[src/i2cram_pkg.sv]
`timescale 1ns / 1ps
// ----------------------------------------------------------------------------
// i2cram_pkg: shared types and constants
// Phase codes, function codes, configuration indexes and the item/result
// structs used by the I2C register access master.
// ----------------------------------------------------------------------------
package i2cram_pkg;

  // bus phase of the bit-level sequencer
  typedef enum logic [2:0] {
    PH_IDLE,
    PH_START,
    PH_TX,
    PH_ACKL,
    PH_ACKH,
    PH_RX,
    PH_MACK,
    PH_STOP
  } phase_t;

  // function codes carried with each tick
  localparam logic [1:0] FUNC_TICK  = 2'd0;
  localparam logic [1:0] FUNC_WRITE = 2'd1;
  localparam logic [1:0] FUNC_READ  = 2'd2;

  // configuration register indexes
  localparam logic CFG_DEVICE_ADDRESS = 1'b0;
  localparam logic CFG_ACK_TIMEOUT    = 1'b1;

  // reset values of the configuration registers
  localparam logic [6:0] DEVICE_ADDRESS_RESET = 7'd42;
  localparam logic [7:0] ACK_TIMEOUT_RESET    = 8'd100;

  // last tick of an eight-bit byte, two ticks per bit
  localparam logic [3:0] BYTE_LAST_TICK = 4'd15;

  // byte slots of a transaction
  localparam logic [1:0] SLOT_ADDR  = 2'd0;
  localparam logic [1:0] SLOT_REG   = 2'd1;
  localparam logic [1:0] SLOT_THIRD = 2'd2;
  localparam logic [1:0] SLOT_LSB   = 2'd3;

  // one input tick
  typedef struct packed {
    logic [1:0]  func;
    logic [7:0]  reg_address;
    logic [15:0] write_data;
    logic        sda_in;
  } item_t;

  // one result tick
  typedef struct packed {
    logic        scl_level;
    logic        sda_release;
    logic        busy_res;
    logic        done_res;
    logic        status;
    logic [15:0] read_data;
  } res_t;

endpackage

[src/i2cram_core.sv]
`timescale 1ns / 1ps
// ----------------------------------------------------------------------------
// i2cram_core: bit-level I2C sequencer
// Holds the transaction state and turns one tick into SCL/SDA levels and
// status; state advances only when the tick is handed to the output register.
// ----------------------------------------------------------------------------
module i2cram_core
  import i2cram_pkg::*;
(
  input  logic       clk,
  input  logic       rst,
  input  logic       advance,
  input  item_t      item,
  input  logic [6:0] device_address,
  input  logic [7:0] ack_timeout,
  output res_t       res
);

  // state registers
  phase_t      phase;
  logic [3:0]  bit_count;
  logic [7:0]  shift_byte;
  logic [1:0]  byte_index;
  logic [7:0]  wait_count;
  logic        is_read;
  logic        failed;
  logic [7:0]  held_register;
  logic [15:0] held_data;

  phase_t      phase_next;
  logic [3:0]  bit_count_next;
  logic [7:0]  shift_byte_next;
  logic [1:0]  byte_index_next;
  logic [7:0]  wait_count_next;
  logic        is_read_next;
  logic        failed_next;
  logic [7:0]  held_register_next;
  logic [15:0] held_data_next;

  // state as seen by this tick, after a possible transaction start
  phase_t      e_phase;
  logic [3:0]  e_bit_count;
  logic [1:0]  e_byte_index;
  logic [7:0]  e_wait_count;
  logic        e_is_read;
  logic        e_failed;
  logic [7:0]  e_held_register;
  logic [15:0] e_held_data;
  logic        start_req;
  logic [8:0]  wait_inc;

  // byte sent in a given slot
  function automatic logic [7:0] byte_sel(
    input logic [1:0]  slot,
    input logic        rd,
    input logic [6:0]  addr,
    input logic [7:0]  regv,
    input logic [15:0] data
  );
    logic [7:0] b;
    case (slot)
      SLOT_ADDR:  b = {addr, 1'b0};
      SLOT_REG:   b = regv;
      SLOT_THIRD: b = rd ? {addr, 1'b1} : data[15:8];
      default:    b = data[7:0];
    endcase
    return b;
  endfunction

  // transaction start on an idle tick
  always_comb begin
    start_req = (phase == PH_IDLE) &&
                (item.func == FUNC_WRITE || item.func == FUNC_READ);
    if (start_req) begin
      e_phase         = PH_START;
      e_bit_count     = '0;
      e_byte_index    = SLOT_ADDR;
      e_wait_count    = '0;
      e_is_read       = (item.func == FUNC_READ);
      e_failed        = 1'b0;
      e_held_register = item.reg_address;
      e_held_data     = (item.func == FUNC_READ) ? 16'd0 : item.write_data;
    end else begin
      e_phase         = phase;
      e_bit_count     = bit_count;
      e_byte_index    = byte_index;
      e_wait_count    = wait_count;
      e_is_read       = is_read;
      e_failed        = failed;
      e_held_register = held_register;
      e_held_data     = held_data;
    end
    wait_inc = {1'b0, e_wait_count} + 9'd1;
  end

  // next state
  always_comb begin
    phase_next         = e_phase;
    bit_count_next     = e_bit_count;
    shift_byte_next    = shift_byte;
    byte_index_next    = e_byte_index;
    wait_count_next    = e_wait_count;
    is_read_next       = e_is_read;
    failed_next        = e_failed;
    held_register_next = e_held_register;
    held_data_next     = e_held_data;
    unique case (e_phase)
      PH_START: begin
        if (e_bit_count == 4'd0) begin
          bit_count_next = 4'd1;
        end else if (e_bit_count == 4'd1) begin
          bit_count_next = 4'd2;
        end else begin
          shift_byte_next = byte_sel(e_byte_index, e_is_read, device_address,
                                     e_held_register, e_held_data);
          bit_count_next  = '0;
          phase_next      = PH_TX;
        end
      end
      PH_TX: begin
        if (e_bit_count[0]) begin
          shift_byte_next = {shift_byte[6:0], 1'b0};
        end
        if (e_bit_count == BYTE_LAST_TICK) begin
          phase_next      = PH_ACKL;
          wait_count_next = '0;
        end else begin
          bit_count_next = e_bit_count + 4'd1;
        end
      end
      PH_ACKL: begin
        phase_next = PH_ACKH;
      end
      PH_ACKH: begin
        if (!item.sda_in) begin
          // acknowledged: pick the next step of the transaction
          if (!e_is_read) begin
            if (e_byte_index != SLOT_LSB) begin
              byte_index_next = e_byte_index + 2'd1;
              shift_byte_next = byte_sel(e_byte_index + 2'd1, e_is_read,
                                         device_address, e_held_register,
                                         e_held_data);
              bit_count_next  = '0;
              phase_next      = PH_TX;
            end else begin
              phase_next     = PH_STOP;
              bit_count_next = '0;
            end
          end else if (e_byte_index == SLOT_ADDR) begin
            byte_index_next = SLOT_REG;
            shift_byte_next = byte_sel(SLOT_REG, e_is_read, device_address,
                                       e_held_register, e_held_data);
            bit_count_next  = '0;
            phase_next      = PH_TX;
          end else if (e_byte_index == SLOT_REG) begin
            byte_index_next = SLOT_THIRD;
            phase_next      = PH_START;
            bit_count_next  = '0;
          end else begin
            byte_index_next = SLOT_THIRD;
            phase_next      = PH_RX;
            bit_count_next  = '0;
          end
        end else if (wait_inc > {1'b0, ack_timeout}) begin
          failed_next    = 1'b1;
          phase_next     = PH_STOP;
          bit_count_next = '0;
        end else begin
          wait_count_next = wait_inc[7:0];
        end
      end
      PH_RX: begin
        if (e_bit_count[0]) begin
          held_data_next = {e_held_data[14:0], item.sda_in};
        end
        if (e_bit_count == BYTE_LAST_TICK) begin
          phase_next     = PH_MACK;
          bit_count_next = '0;
        end else begin
          bit_count_next = e_bit_count + 4'd1;
        end
      end
      PH_MACK: begin
        if (e_bit_count == 4'd0) begin
          bit_count_next = 4'd1;
        end else if (e_byte_index == SLOT_THIRD) begin
          byte_index_next = SLOT_LSB;
          phase_next      = PH_RX;
          bit_count_next  = '0;
        end else begin
          phase_next     = PH_STOP;
          bit_count_next = '0;
        end
      end
      PH_STOP: begin
        if (e_bit_count == 4'd0) begin
          bit_count_next = 4'd1;
        end else if (e_bit_count == 4'd1) begin
          bit_count_next = 4'd2;
        end else begin
          phase_next     = PH_IDLE;
          bit_count_next = '0;
        end
      end
      default: begin
        phase_next = PH_IDLE;
      end
    endcase
  end

  // line levels and status for this tick
  always_comb begin
    res = '{scl_level: 1'b1, sda_release: 1'b1, busy_res: 1'b1,
            done_res: 1'b0, status: 1'b0, read_data: 16'd0};
    unique case (e_phase)
      PH_START: begin
        res.scl_level   = (e_bit_count != 4'd0);
        res.sda_release = (e_bit_count == 4'd0) || (e_bit_count == 4'd1);
      end
      PH_TX: begin
        res.scl_level   = e_bit_count[0];
        res.sda_release = shift_byte[7];
      end
      PH_ACKL: begin
        res.scl_level = 1'b0;
      end
      PH_ACKH: begin
        res.scl_level = 1'b1;
      end
      PH_RX: begin
        res.scl_level = e_bit_count[0];
      end
      PH_MACK: begin
        res.scl_level   = e_bit_count[0];
        res.sda_release = (e_byte_index != SLOT_THIRD);
      end
      PH_STOP: begin
        if (e_bit_count == 4'd0) begin
          res.scl_level   = 1'b0;
          res.sda_release = 1'b0;
        end else if (e_bit_count == 4'd1) begin
          res.sda_release = 1'b0;
        end else begin
          res.done_res  = 1'b1;
          res.status    = e_failed;
          res.read_data = (e_is_read && !e_failed) ? e_held_data : 16'd0;
        end
      end
      default: begin
        res.busy_res = 1'b0;
      end
    endcase
  end

  // state update when the tick moves on
  always_ff @(posedge clk) begin
    if (rst) begin
      phase         <= PH_IDLE;
      bit_count     <= '0;
      shift_byte    <= '0;
      byte_index    <= '0;
      wait_count    <= '0;
      is_read       <= 1'b0;
      failed        <= 1'b0;
      held_register <= '0;
      held_data     <= '0;
    end else if (advance) begin
      phase         <= phase_next;
      bit_count     <= bit_count_next;
      shift_byte    <= shift_byte_next;
      byte_index    <= byte_index_next;
      wait_count    <= wait_count_next;
      is_read       <= is_read_next;
      failed        <= failed_next;
      held_register <= held_register_next;
      held_data     <= held_data_next;
    end
  end

endmodule

[src/i2c_register_access_master_top.sv]
`timescale 1ns / 1ps
// ----------------------------------------------------------------------------
// i2c_register_access_master_top: I2C master for 16-bit register access
// Each input transaction is one SCL half-period tick; each output
// transaction gives the SCL/SDA levels to drive and the transfer status.
//
// Usage:
//   s_axis carries one tick: tuser holds the function code (plain tick,
//   start register write, start register read), tdata the register
//   address, write data and sampled SDA. A start code is honored only
//   while no transfer is running.
//   m_axis returns exactly one result per tick; tlast marks the final
//   stop tick of a transfer, where status and read data are valid.
//   cfg writes the device address (index 0) and acknowledge timeout
//   (index 1); it is always ready. The user must write it only while the block is idle;
//   the block itself does not enforce this. A tick passes through the input
//   register feeding the sequencer and the result register behind it; one
//   tick is taken per cycle while the receiver does not stall.
//   Reset clears the sequencer to idle, empties both registers and loads
//   device address 42 and timeout 100. A stalled receiver holds the result
//   register; the input register then holds, and s_axis_tready drops.
// ----------------------------------------------------------------------------
module i2c_register_access_master_top
  import i2cram_pkg::*;
(
  input  logic        clk,
  input  logic        rst,
  // input ticks
  input  logic        s_axis_tvalid,
  output logic        s_axis_tready,
  input  logic [31:0] s_axis_tdata,   // reg_address[7:0], write_data[23:8], sda_in[24]
  input  logic [1:0]  s_axis_tuser,   // func[1:0]
  // results
  output logic        m_axis_tvalid,
  input  logic        m_axis_tready,
  output logic [23:0] m_axis_tdata,   // scl_level[0], sda_release[1], busy_res[2],
                                      // status[3], read_data[19:4]
  output logic        m_axis_tlast,   // done_res
  // configuration writes
  input  logic        cfg_valid,
  output logic        cfg_ready,
  input  logic        cfg_index,
  input  logic [7:0]  cfg_data
);

  logic       in_valid;
  item_t      in_item;
  logic       out_valid;
  res_t       out_res;
  res_t       core_res;
  logic       advance;
  logic [6:0] device_address;
  logic [7:0] ack_timeout;

  // pipeline flow
  assign advance       = in_valid && (!out_valid || m_axis_tready);
  assign s_axis_tready = !in_valid || advance;
  assign cfg_ready     = 1'b1;

  // input register
  always_ff @(posedge clk) begin
    if (rst) begin
      in_valid <= 1'b0;
    end else if (s_axis_tready) begin
      in_valid <= s_axis_tvalid;
    end
  end

  always_ff @(posedge clk) begin
    if (s_axis_tready && s_axis_tvalid) begin
      in_item <= '{func: s_axis_tuser, reg_address: s_axis_tdata[7:0],
                   write_data: s_axis_tdata[23:8], sda_in: s_axis_tdata[24]};
    end
  end

  // configuration registers
  always_ff @(posedge clk) begin
    if (rst) begin
      device_address <= DEVICE_ADDRESS_RESET;
      ack_timeout    <= ACK_TIMEOUT_RESET;
    end else if (cfg_valid && cfg_ready) begin
      unique case (cfg_index)
        CFG_DEVICE_ADDRESS: device_address <= cfg_data[6:0];
        CFG_ACK_TIMEOUT:    ack_timeout    <= cfg_data;
        default:            ;
      endcase
    end
  end

  i2cram_core u_core (
    .clk            (clk),
    .rst            (rst),
    .advance        (advance),
    .item           (in_item),
    .device_address (device_address),
    .ack_timeout    (ack_timeout),
    .res            (core_res)
  );

  // result register
  always_ff @(posedge clk) begin
    if (rst) begin
      out_valid <= 1'b0;
    end else if (advance) begin
      out_valid <= 1'b1;
    end else if (m_axis_tready) begin
      out_valid <= 1'b0;
    end
  end

  always_ff @(posedge clk) begin
    if (advance) begin
      out_res <= core_res;
    end
  end

  assign m_axis_tvalid = out_valid;
  assign m_axis_tlast  = out_res.done_res;
  assign m_axis_tdata  = {4'd0, out_res.read_data, out_res.status, out_res.busy_res,
                          out_res.sda_release, out_res.scl_level};

  // a finished transfer is always reported as busy on its last tick
  a_done_busy: assert property (@(posedge clk) disable iff (rst)
    out_valid && out_res.done_res |-> out_res.busy_res)
    else $error("done without busy");

  // status and read data appear only on the finishing tick
  a_status_done: assert property (@(posedge clk) disable iff (rst)
    out_valid && (out_res.status || out_res.read_data != 16'd0) |-> out_res.done_res)
    else $error("status or read data outside done tick");

  // a failed transfer never returns data
  a_fail_zero: assert property (@(posedge clk) disable iff (rst)
    out_valid && out_res.status |-> out_res.read_data == 16'd0)
    else $error("read data on failed transfer");

  // reset empties the pipeline
  a_reset_empty: assert property (@(posedge clk)
    rst |=> !out_valid && !in_valid)
    else $error("pipeline not empty after reset");

endmodule

[config.mk]
export PLATFORM = sky130hd
export DESIGN_NAME = i2c_register_access_master_top
export DESIGN_NICKNAME = d
export VERILOG_FILES = /design/src/i2cram_pkg.sv /design/src/i2cram_core.sv /design/src/i2c_register_access_master_top.sv
export SDC_FILE = /design/constraint.sdc
export NUM_CORES = 1
export LEC_CHECK = 0
export BUFFER_PORTS_ARGS = -buffer_cell sky130_fd_sc_hd__buf_2
export CAP_MARGIN = 20
export CORE_MARGIN = 2
export CORE_UTILIZATION = 59
export CTS_CLUSTER_DIAMETER = 40
export DETAILED_ROUTE_END_ITERATION = 12
export PLACE_DENSITY = 0.89
export SKIP_CTS_REPAIR_TIMING = 1
export SLEW_MARGIN = 20
export SYNTH_ARGS = -nofsm -noshare
export SYNTH_HDL_FRONTEND = slang
export SYNTH_HIERARCHICAL = 1
export SYNTH_SLANG_ARGS = --single-unit
[constraint.sdc]
create_clock -name clk -period 4.4 [get_ports clk]
set_clock_uncertainty 0.05 [all_clocks]
set_input_delay 0.66 -clock clk [delete_from_list [all_inputs] [get_ports clk]]
set_output_delay 0.66 -clock clk [all_outputs]
set_load 0.005 [all_outputs]
==> qor.yml, run 1 <==
final_layout:
  diodes: 0
  drive_gt1_share_pct: 18.84
  utilization_pct: 69.06
  final_common_cell: "nand2_1"
  mostFrequentLayoutCells: "nand2_1 (76), nor2_1 (74), dfxtp_1 (68)"
  final_net_count: 839
  instances_no_fill: 931
  area_growth_pct: 13.31
hold_path:
  worstHoldEndpoint: "in_item[4]"
  hold_class: "in2reg"
  holdCritStartpoint: "s_axis_tdata[11]"
  whs_path_depth: 1
global_routing:
  grt_pass1_vias: 5881
  grt_pass1_wl_um: 28240
  overflow: 0
  antenna_found_initial: 0
  grt_max_degree: 56
  grt_use_total_pct: 30.26
placement:
  dp.cells: 899
  io_buffers: 63
  gp_congestion: 0.9350
  dp_hpwl_um: 11640
sta:
  maxSlewViolCount: 0
  hold_viol: 0
  timing.hold.ws_ns: 0.3711
  grt_setup_unrepaired: "no"
  final.period_utilization_pct: 95.65
  finalSetupTns_ns: 0
  setup_viol: 0
  slew_headroom_pct: 26.42
  fin_crit_ns: 4.209
  max_slew.worst_pin.slew_ns: 1.102
  fmax_ghz: 0.2376
detailed_routing:
  drt_iter0_markers: 771
  firstDrtPassIters: 7
  drc: 0
  via_per_inst: 6.575
  ant_nets: 0
  wl_per_cell_um: 19.04
  vias: 6121
  wirelength_um: 17730
worst_setup_path:
  startpoint_type: "flip-flop"
  crit_chain: "ha_1 -> or4_4 -> nand2_1 -> inv_1 -> ha_1 -> and3_1 -> nand3_1 -> xor2_1 -> nor2_1 -> ha_1 -> nand4_1 -> o21ai_0 -> a211oi_2 -> nor3b_2 -> buf_4 -> o41ai_2 -> a21oi_1"
  required_ns: 4.60
  critPathSlowestCell: "or4_4"
  worst-r2r-setup-slack_ns: 0.19
  r2r_end: "u_core/bit_count[2]"
  slowest_delay_ns: 0.45
  cp_data_arrival_time_ns: 4.41
  r2r_cells: 17
  cpLargestDelayFamily: "simple AND/OR/NAND/NOR gates"
  reg2reg_from: "in_item[26]"
  critPathKind: "reg2reg"
  crit_fanout: 15
  end_kind: "flip-flop"
  crit_top_cell: "ha_1"
  critPathBufInv: 2
floorplanning:
  num_io_pins: 76
  row_count: 38
  fp.dieH_um: 110.3
  dieArea_um2: 12160
  coreArea_um2: 10940
  fp.dieW_um: 110.3
  start_util_pct: 60.95
clocking:
  cts.sinks: 116
  clkLatencyLatePin_ns: 0.41
  ctsRootBufferMaster: "clkbuf_16"
  cts_tree: "yes"
  htree_levels: 4
  clock_path_buffers: 2
  cts.clk_slew.worst_paths_ns: 0.06
  cts_buffers: 17
synthesis:
  yosys_warnings: 6
  yosysSeqAreaShare_pct: 42.05
  avgSynthCellArea_um2: 9.031
  ys_ff_latch: 116
  synth_edf_count: 48
  ys_types: 72
  synthArstFlopShare_pct: 0
  synthFlopType: "dfxtp_1"
  synthCells: 738
  synth.cell_area_um2: 6665
power_and_ir_drop:
  total_power_uw: 2866
  powerDensity_nw_per_um2: 379.5
  p_leak_uw: 0.002908
  peakVddDrop_mv: 0.2763
flow_run:
  cap_violations: 0
status:
  status: "completed"
[per-stage QoR]
| stage | area [um2] | setup slack [ns] |
|---|---|---|
| 3_5_place_dp | 6955 | 0.2140 |
| 5_1_grt | 7552 | 0.02064 |
| 4_1_cts | 7535 | 0.1447 |
| 3_3_place_gp | 6955 | 0.2930 |
| 6_report | 7552 | 0.1915 |
| 2_1_floorplan | 6676 | 0.3461 |
[where the power goes]
| part | leakage, uW | switching [uW] | internal, uW |
|---|---|---|---|
| clock | 0.000266 | 492 | 849 |
| sequential | 0.00102 | 37.5 | 1170 |
| combinational | 0.00162 | 207 | 113 |
| total | 0.00291 | 737 | 2130 |
[flip-flops by register name, indices dropped and copies added (netlist names)]
register and cells:
ack_timeout 8, device_address 7, in_item 27, in_valid 1
m_axis_tdata 20, m_axis_tlast 1, m_axis_tvalid 1, u_core/bit_count 4
u_core/byte_index 2, u_core/failed 1, u_core/held_data 16, u_core/held_register 8
u_core/is_read 1, u_core/phase 3, u_core/shift_byte 8, u_core/wait_count 8
[cell type report]
| cell class | count | area (um2) |
|---|---|---|
| multi-input cells | 542 | 3492 |
| fillers | 787 | 3383 |
| flip-flops and latches | 116 | 2803 |
| clock buffers | 21 | 450.4 |
| repair buffers | 75 | 405.4 |
| well taps | 140 | 175.2 |
| clock inverters | 11 | 128.9 |
| inverters | 26 | 97.59 |
[worst register-to-register path, stage by stage (launching register included)]
cell	delay, ns
edfxtp_1	0.40
ha_1	0.37
or4_4	0.45
nand2_1	0.15
inv_1	0.10
ha_1	0.25
and3_1	0.27
nand3_1	0.12
xor2_1	0.15
nor2_1	0.08
ha_1	0.32
nand4_1	0.12
o21ai_0	0.12
a211oi_2	0.37
nor3b_2	0.09
buf_4	0.21
o41ai_2	0.34
a21oi_1	0.10
[cell usage after synthesis, drive strengths merged (7+ instances only)]
cell / n / area share (%)
buf: 33 / 3.2
nor2b: 13 / 1.2
edfxtp: 48 / 22
nor3: 9 / 0.75
o31ai: 9 / 1.0
nand2: 78 / 4.5
ha: 13 / 2.4
nor3b: 15 / 2.7
a21oi: 63 / 5.4
dfxtp: 68 / 20
o21ai: 42 / 3.2
a221oi: 10 / 1.3
nor2: 75 / 4.3
inv: 26 / 1.5
nand3: 26 / 2.0
a211o: 12 / 1.6
clkbuf: 24 / 1.4
mux2i: 41 / 6.2
and3: 7 / 0.66
nand4: 11 / 1.0
a31oi: 7 / 0.66
nand2b: 17 / 1.6
[worst max-delay path by stage]
| stage | start | to | slack (ns) | cells after the start |
|---|---|---|---|---|
| floorplan | in_item[26] | u_core/bit_count[2] | 0.35 | 19 |
| global placement | in_item[25] | u_core/wait_count[4] | 0.29 | 17 |
| detailed placement | in_item[26] | u_core/wait_count[4] | 0.21 | 16 |
| CTS | in_item[26] | u_core/wait_count[4] | 0.14 | 16 |
| global route | in_item[26] | u_core/bit_count[2] | 0.02 | 17 |
| finish | in_item[26] | u_core/bit_count[2] | 0.19 | 17 |
[metal layers]
| metal | vias up | part of all wire, % | global-route usage (%) |
|---|---|---|---|
| li1 | 2765 | - | - |
| met1 | 2834 | 38 | 37.85 |
| met2 | 421 | 47 | 48.03 |
| met3 | 101 | 11 | 7.701 |
| met4 | 0 | 4.5 | 16.25 |
| met5 | - | 0 | 0 |
[cells by family after synthesis]
| kind of cell | Yosys count | synth area share [%] |
|---|---|---|
| multiplexers | 43 | 6.495 |
| AND/OR/NAND/NOR | 278 | 22.04 |
| other | 2 | 0.1127 |
| buffers and inverters | 83 | 6.007 |
| AO/OA/AOI/OAI | 197 | 20.05 |
| adder cells (fa/ha/maj) | 14 | 2.591 |
| flip-flops | 116 | 42.05 |
| XOR/XNOR | 5 | 0.6572 |
No activity file was read; power rests on OpenSTA's default activity.
==> inputs of run 2 (changes only) <==
- CORE_MARGIN: 2 -> not set
==> run 2 against run 1 <==
Effect of this change: combinational power about the same; clock-buffer cell count fell by 1; utilization grew 0.42 points; global-route usage is 2.7 points higher; largest power group unchanged; highest routed layer unchanged; sequential cell count stayed put; register-to-register slack improved by 0.09 ns; routed wire length rose by 1.1%.
==> qor.yml, run 2 (synthesized netlist as in run 1, its figures left out) <==
sta:
  hold_viol: 0  # unchanged
  setup_viol: 0  # unchanged
  finalSetupTns_ns: 0  # unchanged
  fin_crit_ns: 4.119  # -0.08986 ns
  grt_setup_unrepaired: "no"
  final.period_utilization_pct: 93.61  # -2.0 points
  fmax_ghz: 0.2428  # +2.2%
  slew_headroom_pct: 28.36  # +1.9 points
  maxSlewViolCount: 0  # unchanged
  max_slew.worst_pin.slew_ns: 1.075  # -0.02761 ns
final_layout:
  final_common_cell: "nand2_1"
  area_growth_pct: 14.00
  final_net_count: 841  # +0.24%
  diodes: 0  # unchanged
  regMostFlops: "in_item"
  mostFrequentLayoutCells: "nand2_1 (76), nor2_1 (74), dfxtp_1 (68)"
  largest_reg_flops: 27  # unchanged
  utilization_pct: 69.49  # +0.42 points
  drive_gt1_share_pct: 19.42  # +0.58 points
global_routing:
  antenna_found_initial: 0  # unchanged
  grt_pass1_vias: 5833  # -0.82%
  overflow: 0  # unchanged
  grtUsageMet2_pct: 51.27  # +3.2 points
  grt_pass1_wl_um: 29400  # +4.1%
  use_met1_pct: 41.94  # +4.1 points
  grt_max_degree: 56  # unchanged
  busiest_layer: "met2"
  met3_usage_pct: 8.198  # +0.50 points
  grt_use_total_pct: 32.95  # +2.7 points
detailed_routing:
  ant_nets: 0  # unchanged
  firstDrtPassIters: 6  # -1
  via_per_inst: 6.443  # -2.0%
  drt_iter0_markers: 649  # -16%
  vias: 6011  # -1.8%
  wl_per_cell_um: 19.22  # +0.92%
  wirelength_um: 17930  # +1.1%
  drc: 0  # unchanged
floorplanning:
  start_util_pct: 60.95  # unchanged
  coreArea_um2: 10940  # unchanged
  num_io_pins: 76  # unchanged
  fp.dieW_um: 108.3  # -1.8%
  dieArea_um2: 11730  # -3.6%
  row_count: 38  # unchanged
  fp.dieH_um: 108.3  # -1.8%
placement:
  dp_hpwl_um: 11760  # +1.0%
  io_buffers: 63  # unchanged
  gp_congestion: 0.9214  # -1.5%
worst_setup_path:
  cp_data_arrival_time_ns: 4.35  # -0.06 ns
  crit_fanout: 15  # unchanged
  required_ns: 4.63  # +0.03 ns
  slowest_delay_ns: 0.44  # about the same
  startpoint_type: "flip-flop"
  crit_chain: "ha_1 -> or4_4 -> nand2_1 -> inv_1 -> ha_1 -> and3_1 -> nand3_1 -> xor2_1 -> nor2_1 -> ha_1 -> nand4_1 -> o21ai_2 -> a211oi_2 -> nor3b_2 -> buf_6 -> o41ai_1 -> a21oi_1"
  crit_top_cell: "ha_1"
  critPathSlowestCell: "or4_4"
  critPathKind: "reg2reg"
  end_kind: "flip-flop"
hold_path:
  hold_class: "in2reg"
clocking:
  clock_path_buffers: 2  # unchanged
  cts_buffers: 17  # unchanged
  ctsRootBufferMaster: "clkbuf_16"
  htree_levels: 4  # unchanged
  cts.clk_slew.worst_paths_ns: 0.05  # about the same
  cts_tree: "yes"
  clkLatencyLatePin_ns: 0.43  # +0.02 ns
  cts.sinks: 116  # unchanged
power_and_ir_drop:
  peakVddDrop_mv: 0.5011  # +81%
  powerDensity_nw_per_um2: 385.8  # +1.7%
  p_leak_uw: 0.002939  # +1.0%
flow_run:
  cap_violations: 0  # unchanged
status:
  status: "completed"
==> run 2: changes by cell type in the layout (fill, tap and decap cells not counted), sizes merged <==
cell,previous run,this run
inv,27,28
clkinvlp,5,3
clkinv,3,4
clkbuf,21,20
buf,75,77
bufinv,2,3
==> run 2: power breakdown <==
group | switching, uW | internal, uW | leakage (uW)
Clock | 503 | 904 | 0.000287
Combinational | 207 | 113 | 0.00163
Sequential | 36.6 | 1170 | 0.00102
==> run 2: worst paths after layout <==
kind | depth (start not counted) | start | to | slack [ns]
max | 17 | in_item[26] | u_core/bit_count[2] | 0.28
min | 1 | s_axis_tdata[1] | in_item[18] | 0.35
max reg2reg | 17 | in_item[26] | u_core/bit_count[2] | 0.28
min reg2reg | 2 | in_valid | m_axis_tvalid | 0.41
==> run 2: cell type report <==
cell class | instances | area, um2
multi-input combinational | 542 | 3498
fill | 824 | 3337
sequential | 116 | 2803
clock buffer | 20 | 446.7
timing repair buffer | 77 | 424.2
tap | 140 | 175.2
clock inverter | 12 | 153.9
inverter | 26 | 97.59
==> run 2: routing by layer <==
metal / part of all wire [%] / vias to the layer above
li1: - / 2771
met1: 41 / 2832
met2: 47 / 352
met3: 9.2 / 56
met4: 3.2 / 0
met5: 0 / -
==> run 2: critical path, delay by kind of cell, from the launching register on <==
kind | cells | cell delay (ns)
compound gates | 4 | 0.88
buf+inv | 2 | 0.25
flops | 1 | 0.38
xor+xnor | 1 | 0.15
fa+ha+maj | 3 | 0.95
simple gates | 7 | 1.29
==> run 2: through the flow <==
step	hold WS [ns]	worst slack, ns	power [uW]	instance area, um2	instances
6_report	0.3523	0.2814	2931	7599	933
5_1_grt	0.3387	0.008215	3030	7599	933
4_1_cts	0.3387	0.1658	2940	7571	933
3_5_place_dp	0.4004	0.2159	1531	6970	901
3_3_place_gp	0.3921	0.3321	1518	6970	901
2_1_floorplan	0.3818	0.3461	1447	6676	741
